File: src/design/gamepad_serial_poll_master_unit_macros.svh
// Assertion helpers used by the gamepad poll master RTL.
`ifndef GAMEPAD_SERIAL_POLL_MASTER_UNIT_MACROS_SVH
`define GAMEPAD_SERIAL_POLL_MASTER_UNIT_MACROS_SVH

// Same-cycle implication, disabled while reset is asserted.
`define GSPM_ASSERT_NOW(label, ck, rn, ante, cons, msg) \
  label: assert property (@(posedge ck) disable iff (!(rn)) (ante) |-> (cons)) \
    else $error(msg);

// Next-cycle implication, disabled while reset is asserted.
`define GSPM_ASSERT_NEXT(label, ck, rn, ante, cons, msg) \
  label: assert property (@(posedge ck) disable iff (!(rn)) (ante) |=> (cons)) \
    else $error(msg);

`endif

File: src/design/gspm_pkg.sv
`default_nettype none

package gspm_pkg;

  localparam int unsigned FRAME_BYTES = 9;
  localparam int unsigned RX_SLOTS    = 7;
  localparam int unsigned CFG_IDX_W   = 3;

  // Configuration register indexes.
  localparam logic [CFG_IDX_W-1:0] CFG_SELECT_LEAD  = 3'd0;
  localparam logic [CFG_IDX_W-1:0] CFG_DATA_SETUP   = 3'd1;
  localparam logic [CFG_IDX_W-1:0] CFG_CLOCK_HIGH   = 3'd2;
  localparam logic [CFG_IDX_W-1:0] CFG_SAMPLE_DELAY = 3'd3;

  localparam logic [7:0] SELECT_LEAD_RST  = 8'd50;
  localparam logic [7:0] DATA_SETUP_RST   = 8'd3;
  localparam logic [7:0] CLOCK_HIGH_RST   = 8'd6;
  localparam logic [7:0] SAMPLE_DELAY_RST = 8'd3;

  // Command frame: first two bytes are fixed, the rest are zero.
  localparam logic [7:0] CMD_BYTE0 = 8'h01;
  localparam logic [7:0] CMD_BYTE1 = 8'h42;
  localparam logic [7:0] CMD_FILL  = 8'h00;

  localparam logic [7:0] BYTE_ALL0 = 8'h00;
  localparam logic [7:0] BYTE_ALL1 = 8'hFF;

  typedef enum logic [2:0] {
    PH_IDLE  = 3'd0,
    PH_LEAD  = 3'd1,
    PH_SETUP = 3'd2,
    PH_HIGH  = 3'd3,
    PH_LOW   = 3'd4
  } phase_t;

endpackage

`default_nettype wire

File: src/design/gamepad_serial_poll_master_unit.sv
// An accepted tick item yields its result item in the output register in the next cycle.
// One tick item per cycle unless out_ready stalls the output; the state update and line
// levels are one combinational pass between the state registers and the output register.
// Reset (rst_n low, synchronous): idle phase, counters and received bytes cleared, timing
// registers back to their defaults, no result pending.
`default_nettype none

`include "gamepad_serial_poll_master_unit_macros.svh"

module gamepad_serial_poll_master_unit
  import gspm_pkg::*;
(
  input  wire logic                 clk,
  input  wire logic                 rst_n,

  input  wire logic                 cfg_valid,
  output logic                      cfg_ready,
  input  wire logic [CFG_IDX_W-1:0] cfg_index,
  input  wire logic [7:0]           cfg_data,

  input  wire logic                 in_valid,
  output logic                      in_ready,
  input  wire logic                 in_poll_request,
  input  wire logic                 in_data_in,

  output logic                      out_valid,
  input  wire logic                 out_ready,
  output logic                      out_select_level,
  output logic                      out_clock_level,
  output logic                      out_command_level,
  output logic                      out_report_ready,
  output logic                      out_report_valid,
  output logic [7:0]                out_controller_id,
  output logic [7:0]                out_buttons_first,
  output logic [7:0]                out_buttons_second,
  output logic [7:0]                out_right_stick_x,
  output logic [7:0]                out_right_stick_y,
  output logic [7:0]                out_left_stick_x,
  output logic [7:0]                out_left_stick_y
);

  // Timing registers.
  logic [7:0] lead_r, setup_r, high_r, sdelay_r;

  // Frame state.
  phase_t     phase_r, phase_nxt;
  logic [7:0] tick_r, tick_nxt;
  logic [2:0] bit_r, bit_nxt;
  logic [3:0] byte_r, byte_nxt;
  logic [7:0] shift_r, shift_nxt;
  logic [7:0] rx_r [RX_SLOTS];

  logic       in_fire;
  logic [7:0] part_reg, part_lim;
  logic       part_end;
  logic       rx_wr;
  logic [2:0] rx_slot;
  logic       ready_nxt;

  logic       sel_lvl, clk_lvl, cmd_lvl;
  logic [7:0] tx_byte;
  logic [7:0] rx_view [RX_SLOTS];
  logic       all0, all1;

  // Result register.
  logic       out_valid_r;
  logic       sel_r, clk_r, cmd_r, rdy_r, rvalid_r;
  logic [7:0] res_r [RX_SLOTS];

  assign cfg_ready = 1'b1;
  assign in_ready  = !out_valid_r || out_ready;
  assign in_fire   = in_valid && in_ready;

  always_ff @(posedge clk) begin
    if (!rst_n) begin
      lead_r   <= SELECT_LEAD_RST;
      setup_r  <= DATA_SETUP_RST;
      high_r   <= CLOCK_HIGH_RST;
      sdelay_r <= SAMPLE_DELAY_RST;
    end else if (cfg_valid) begin
      unique case (cfg_index)
        CFG_SELECT_LEAD:  lead_r   <= cfg_data;
        CFG_DATA_SETUP:   setup_r  <= cfg_data;
        CFG_CLOCK_HIGH:   high_r   <= cfg_data;
        CFG_SAMPLE_DELAY: sdelay_r <= cfg_data;
        default: ;
      endcase
    end
  end

  // Length of the current part; a zero register counts as one tick.
  always_comb begin
    unique case (phase_r)
      PH_LEAD:  part_reg = lead_r;
      PH_SETUP: part_reg = setup_r;
      PH_HIGH:  part_reg = high_r;
      PH_LOW:   part_reg = sdelay_r;
      default:  part_reg = 8'd1;
    endcase
    part_lim = (part_reg == 8'd0) ? 8'd1 : part_reg;
    part_end = !(tick_r < part_lim);
  end

  // Next state.
  always_comb begin
    phase_nxt = phase_r;
    tick_nxt  = tick_r;
    bit_nxt   = bit_r;
    byte_nxt  = byte_r;
    shift_nxt = shift_r;
    rx_wr     = 1'b0;
    rx_slot   = 3'd0;
    ready_nxt = 1'b0;
    unique case (phase_r)
      PH_IDLE: begin
        if (in_poll_request) begin
          phase_nxt = PH_LEAD;
          tick_nxt  = 8'd1;
          bit_nxt   = 3'd0;
          byte_nxt  = 4'd0;
          shift_nxt = 8'd0;
        end
      end
      PH_LEAD, PH_SETUP, PH_HIGH: begin
        tick_nxt = part_end ? 8'd1 : tick_r + 8'd1;
        if (part_end) begin
          unique case (phase_r)
            PH_LEAD:  phase_nxt = PH_SETUP;
            PH_SETUP: phase_nxt = PH_HIGH;
            default:  phase_nxt = PH_LOW;
          endcase
        end
      end
      PH_LOW: begin
        tick_nxt = part_end ? 8'd1 : tick_r + 8'd1;
        if (part_end) begin
          shift_nxt = {in_data_in, shift_r[7:1]};
          phase_nxt = PH_SETUP;
          if (bit_r == 3'd7) begin
            // Byte 1 is the controller id; bytes 3 to 8 are the payload.
            if (byte_r == 4'd1) begin
              rx_wr   = 1'b1;
              rx_slot = 3'd0;
            end else if (byte_r >= 4'd3 && byte_r <= 4'(FRAME_BYTES - 1)) begin
              rx_wr   = 1'b1;
              rx_slot = 3'(byte_r - 4'd2);
            end
            bit_nxt = 3'd0;
            if (byte_r >= 4'(FRAME_BYTES - 1)) begin
              ready_nxt = 1'b1;
              phase_nxt = PH_IDLE;
              tick_nxt  = 8'd0;
              byte_nxt  = 4'd0;
            end else begin
              byte_nxt = byte_r + 4'd1;
            end
          end else begin
            bit_nxt = bit_r + 3'd1;
          end
        end
      end
      default: begin
        phase_nxt = PH_IDLE;
        tick_nxt  = 8'd0;
      end
    endcase
  end

  // Line levels seen after this tick.
  always_comb begin
    unique case (byte_nxt)
      4'd0:    tx_byte = CMD_BYTE0;
      4'd1:    tx_byte = CMD_BYTE1;
      default: tx_byte = CMD_FILL;
    endcase
    sel_lvl = (phase_nxt == PH_IDLE);
    clk_lvl = (phase_nxt == PH_HIGH);
    if (phase_nxt == PH_SETUP || phase_nxt == PH_HIGH || phase_nxt == PH_LOW) begin
      cmd_lvl = tx_byte[bit_nxt];
    end else begin
      cmd_lvl = 1'b1;
    end
  end

  // Received bytes including the one written on this tick, and the payload check.
  always_comb begin
    all0 = 1'b1;
    all1 = 1'b1;
    for (int k = 0; k < RX_SLOTS; k++) begin
      rx_view[k] = (rx_wr && rx_slot == 3'(k)) ? shift_nxt : rx_r[k];
    end
    for (int k = 1; k < RX_SLOTS; k++) begin
      if (rx_view[k] != BYTE_ALL0) all0 = 1'b0;
      if (rx_view[k] != BYTE_ALL1) all1 = 1'b0;
    end
  end

  always_ff @(posedge clk) begin
    if (!rst_n) begin
      phase_r <= PH_IDLE;
      tick_r  <= 8'd0;
      bit_r   <= 3'd0;
      byte_r  <= 4'd0;
      shift_r <= 8'd0;
      for (int k = 0; k < RX_SLOTS; k++) rx_r[k] <= 8'd0;
    end else if (in_fire) begin
      phase_r <= phase_nxt;
      tick_r  <= tick_nxt;
      bit_r   <= bit_nxt;
      byte_r  <= byte_nxt;
      shift_r <= shift_nxt;
      for (int k = 0; k < RX_SLOTS; k++) begin
        if (rx_wr && rx_slot == 3'(k)) rx_r[k] <= shift_nxt;
      end
    end
  end

  always_ff @(posedge clk) begin
    if (!rst_n) begin
      out_valid_r <= 1'b0;
    end else if (in_ready) begin
      out_valid_r <= in_valid;
    end
  end

  // Report fields read as zero on every tick that does not complete a frame.
  always_ff @(posedge clk) begin
    if (in_fire) begin
      sel_r    <= sel_lvl;
      clk_r    <= clk_lvl;
      cmd_r    <= cmd_lvl;
      rdy_r    <= ready_nxt;
      rvalid_r <= ready_nxt && !(all0 || all1);
      for (int k = 0; k < RX_SLOTS; k++) begin
        res_r[k] <= ready_nxt ? rx_view[k] : 8'd0;
      end
    end
  end

  assign out_valid          = out_valid_r;
  assign out_select_level   = sel_r;
  assign out_clock_level    = clk_r;
  assign out_command_level  = cmd_r;
  assign out_report_ready   = rdy_r;
  assign out_report_valid   = rvalid_r;
  assign out_controller_id  = res_r[0];
  assign out_buttons_first  = res_r[1];
  assign out_buttons_second = res_r[2];
  assign out_right_stick_x  = res_r[3];
  assign out_right_stick_y  = res_r[4];
  assign out_left_stick_x   = res_r[5];
  assign out_left_stick_y   = res_r[6];

  `GSPM_ASSERT_NOW(a_idle_clean, clk, rst_n, phase_r == PH_IDLE, tick_r == 8'd0 && bit_r == 3'd0 && byte_r == 4'd0, "idle phase with live counters")
  `GSPM_ASSERT_NOW(a_byte_range, clk, rst_n, 1'b1, byte_r <= 4'(FRAME_BYTES - 1), "byte index past end of frame")
  `GSPM_ASSERT_NEXT(a_done_idle, clk, rst_n, in_fire && ready_nxt, phase_r == PH_IDLE && out_valid_r && rdy_r, "completed frame did not return to idle")
  `GSPM_ASSERT_NOW(a_report_lines, clk, rst_n, out_valid_r && rdy_r, sel_r && !clk_r && cmd_r, "report given while lines not idle")
  `GSPM_ASSERT_NOW(a_clock_in_frame, clk, rst_n, out_valid_r && clk_r, !sel_r, "serial clock high while select is high")

endmodule

`default_nettype wire

File: config.mk
export PLATFORM = sky130hd
export DESIGN_NAME = gamepad_serial_poll_master_unit
export DESIGN_NICKNAME = d
export VERILOG_FILES = /design/src/design/gspm_pkg.sv /design/src/design/gamepad_serial_poll_master_unit.sv
export VERILOG_INCLUDE_DIRS = /design/src /design/src/design
export SDC_FILE = /design/constraint.sdc
export NUM_CORES = 1
export LEC_CHECK = 0
export ABC_CLOCK_PERIOD_IN_PS = 5800
export BUFFER_PORTS_ARGS = -buffer_cell sky130_fd_sc_hd__clkbuf_2
export CORE_ASPECT_RATIO = 0.5
export CORE_MARGIN = 4
export CORE_UTILIZATION = 60
export CTS_CLUSTER_SIZE = 24
export DETAILED_ROUTE_END_ITERATION = 7
export PLACE_DENSITY_LB_ADDON = 0.12
export REMOVE_ABC_BUFFERS = 1
export SETUP_SLACK_MARGIN = 0.15
export SLEW_MARGIN = 15
export SYNTH_ARGS = -nofsm -noshare
export SYNTH_HDL_FRONTEND = slang
export SYNTH_SLANG_ARGS = --single-unit
File: constraint.sdc
create_clock -name clk -period 5.8 [get_ports clk]
set_clock_uncertainty 0.1 [all_clocks]
set_input_delay 0.29 -clock clk [delete_from_list [all_inputs] [get_ports clk]]
set_output_delay 0.29 -clock clk [all_outputs]
set_load 0.1 [all_outputs]
==> impl_metrics.tcl <==
set metrics [dict create \
    synth-simple-area-share_pct 20.8 \
    synthFlopType "edfxtp_1" \
    period_share_pct 90.4 \
    avgSynthCellArea_sq_um 9.92 \
    n_antenna_cell 0 \
    hold_depth 3 \
    place_ws_ps 573 \
    grt_max_degree 75 \
    setup_viol 0 \
    wl_mm 23.3 \
    wl_per_cell_microns 20.0 \
    synth-edff-count 117 \
    clockRootBuffer "clkbuf_16" \
    ys_seq_elements 176 \
    clock_path_buffers 2 \
    grt_pass1_vias 6789 \
    initial_core_util_pct 61.3 \
    dpl-instance-area_sq_um 9360 \
    critPathLaunchType "register" \
    clk_pin_slew_ps 70 \
    synth_cell_type_count 76 \
    final_nets 986 \
    fmax_mhz 191 \
    synthesis.area_sq_um 8860 \
    yosys-mux-area-fraction_pct 5.60 \
    syn_inst 894 \
    vias_per_cell 6.20 \
    post_cts_buffers 0 \
    yosys_warnings 0 \
    die_area_sq_um 16900 \
    power_density_nw_per_um2 289 \
    vias 7216 \
    num_rows 31 \
    rsz0062_at_grt "no" \
    drt_iter0_markers 805 \
    grt_pass1_wl_mm 36.2 \
    syn2layout_area_growth_pct 12.3 \
    grtUsageTotal_pct 27.6 \
    criticalPathCategory "register to register" \
    ant_nets 0 \
    io_pins 82 \
    place.port_buffers 80 \
    fp.dieW_microns 180 \
    setup_slack_ps 559 \
    antenna_found_initial 1 \
    rr_endpoint "out_report_valid$_DFFE_PP_" \
    cts_tree "done" \
    synthAdderAreaFrac_pct 1.98 \
    dp_hpwl_mm 16.5 \
    first_pass_iters 5 \
    fin_util_pct 68.8 \
    final_hold_viol_count 0 \
    cts.sinks 176 \
    die_h_microns 94.0 \
    placed_cells 1132 \
    cts_inserted_buffers 17 \
    power.leakage_nw 3.88 \
    synth_xor_area_share_pct 0.198 \
    tightestPinTransition_ps 891 \
    crit_path_end "out_report_valid$_DFFE_PP_" \
    grt_overflow 0 \
    cp_max_fo 15 \
    setup_tns_ps 0 \
    final_area_sq_um 9950 \
    synth_top_family_by_area "simple AND/OR/NAND/NOR gates" \
    synth_compound_area_share_pct 14.6 \
    fin_cells 1164 \
    crit_start "phase_r[0]$_SDFFE_PN0P_" \
    drc 0 \
    drv_slew 0 \
    crit_arrival_ps 5300 \
    gp_congestion 0.930 \
    r2r_slack_ps 560 \
    reg2reg_from "phase_r[0]$_SDFFE_PN0P_" \
    htreeDepth 4 \
    synthArstFlopShare_pct 0 \
    status "completed" \
    maxCapViolations 0 \
    vdd_ir_drop_max_uv 159 \
    hold_class "input pin to register" \
    min_period_ps 5240 \
    required_ps 5860 \
    drive_gt1_share_pct 15.2 \
    worstSkewPairLatency_ps 430 \
    fillerInstances 1152 \
    endpoint_kind "register" \
    fp.coreArea_sq_um 14500 \
    yosysSeqAreaShare_pct 53.0 \
    slew_headroom_pct 40.5 \
    ff2ff_path_depth 18 \
]
-- how the worst min path moves through the flow --
stage	startpoint	endpoint	slack [ps]
after floorplan	rst_n	high_r[1]$_SDFFE_PN1P_	260
after global placement	high_r[7]$_SDFFE_PN0P_	high_r[7]$_SDFFE_PN0P_	350
after detailed placement	high_r[4]$_SDFFE_PN0P_	high_r[4]$_SDFFE_PN0P_	360
after CTS	cfg_data[2]	high_r[2]$_SDFFE_PN1P_	30
after global routing	cfg_data[2]	high_r[2]$_SDFFE_PN1P_	50
final	cfg_data[2]	high_r[2]$_SDFFE_PN1P_	30
-- cells in the mapped netlist, types with 4 or more instances --
| cell type | count | share of area (%) |
|---|---|---|
| o21ai_1 | 9 | 0.51 |
| buf_1 | 5 | 0.21 |
| nand3b_1 | 6 | 0.51 |
| edfxtp_1 | 117 | 40 |
| or3_1 | 6 | 0.42 |
| o21ai_0 | 20 | 1.1 |
| nor3_1 | 9 | 0.51 |
| nand2b_1 | 12 | 0.85 |
| mux2i_1 | 44 | 5.0 |
| a21o_1 | 7 | 0.59 |
| nand3_1 | 25 | 1.4 |
| dfxtp_1 | 59 | 13 |
| o211ai_1 | 6 | 0.51 |
| mux2_2 | 4 | 0.51 |
| a21boi_0 | 35 | 3.0 |
| nand2_1 | 127 | 5.4 |
| nand4_1 | 14 | 0.99 |
| nor2b_1 | 9 | 0.64 |
| buf_2 | 12 | 0.68 |
| o211a_1 | 11 | 1.2 |
| and3_1 | 6 | 0.42 |
| a32oi_1 | 7 | 0.69 |
| a21oi_1 | 37 | 2.1 |
| a22oi_1 | 12 | 1.0 |
| nor2_1 | 139 | 5.9 |
| ha_1 | 14 | 2.0 |
| nor4_1 | 10 | 0.71 |
| or4_1 | 4 | 0.34 |
| and2_1 | 8 | 0.56 |
| inv_1 | 27 | 1.1 |
| clkbuf_1 | 27 | 1.1 |
-- cells in the final DEF, fill, tap and decap left out, types with 4 or more instances in the layout --
cell	instances
nor2_1	139
nand2_1	127
edfxtp_1	117
clkbuf_2	80
dfxtp_1	59
mux2i_1	44
a21oi_1	35
a21boi_0	35
inv_1	26
nand3_1	24
o21ai_0	20
clkbuf_16	17
nand4_1	14
ha_1	14
nand2b_1	12
a22oi_1	12
o211a_1	11
nor4_1	10
buf_4	10
nor2b_1	9
o21ai_1	9
nor3_1	9
and2_1	8
a32oi_1	7
a21o_1	7
and3_1	6
or3_1	6
o211ai_1	6
nand3b_1	6
or4_1	4
mux2_2	4
-- timing repair --
item	CTS	global route
setup endpoints to repair	0	1
hold buffers	1	0
hold endpoints to repair	1	0
resized for setup	0	3
-- power breakdown --
part / total [mW] / internal, mW / switching, mW
sequential: 1.41 / 1.38 / 0.0342
combinational: 0.356 / 0.0730 / 0.283
clock: 1.11 / 0.569 / 0.541
-- final cells by class --
cell class / instances / area [sq um] / area share, %
Tap cell: 198 / 248 / 2.49
Inverter: 27 / 103 / 1.03
Timing Repair Buffer: 91 / 485 / 4.88
Sequential cell: 176 / 4690 / 47.2
Clock inverter: 14 / 146 / 1.47
Clock buffer: 17 / 425 / 4.27
Multi-Input combinational cell: 641 / 3850 / 38.7
-- registers in the layout (all words and copies together), names as in the netlist, 8 cells and up --
signal and cells:
tick_r 8, res_r 56, sdelay_r 8, rx_r 56, shift_r 8, lead_r 8
setup_r 8, high_r 8
-- metrics by stage --
step	power, mW	hold WS (ps)
final	2.88	32.6
after global routing	2.97	45.4
after CTS	2.89	26.7
after detailed placement	1.79	363
after global placement	1.79	353
after floorplan	1.70	262
-- critical path, stage by stage (launching register included) --
cell and delay, ps:
dfxtp_1 660, nor2b_1 500, a22oi_1 150, o21ai_1 310, inv_1 90, ha_1 300, a21oi_1 60, o21ai_0 190
o21bai_1 230, nand2_1 190, a21o_1 230, buf_4 210, a211oi_1 300, buf_4 260, mux2i_1 390, nand2_1 90
nor4_1 380, and4_1 260, nor3_1 50
-- logic make-up (layout without fill, tap and decap cells) --
kind of cell | count (synthesis) | in the layout
AO/OA/AOI/OAI | 180 | 180
flip-flops | 176 | 176
other | 1 | 1
XOR/XNOR | 2 | 2
adder cells (fa/ha/maj) | 14 | 14
AND/OR/NAND/NOR | 395 | 395
multiplexers | 49 | 49
buffers and inverters | 77 | 149
-- per-layer routing --
metal | routed length [microns] | global-route usage [%]
met3 | 2340 | 7.54
met2 | 10700 | 45.5
met1 | 9520 | 35.4
met4 | 735 | 10.1
met5 | 13 | 0
No activity file was read; power rests on OpenSTA's default activity.
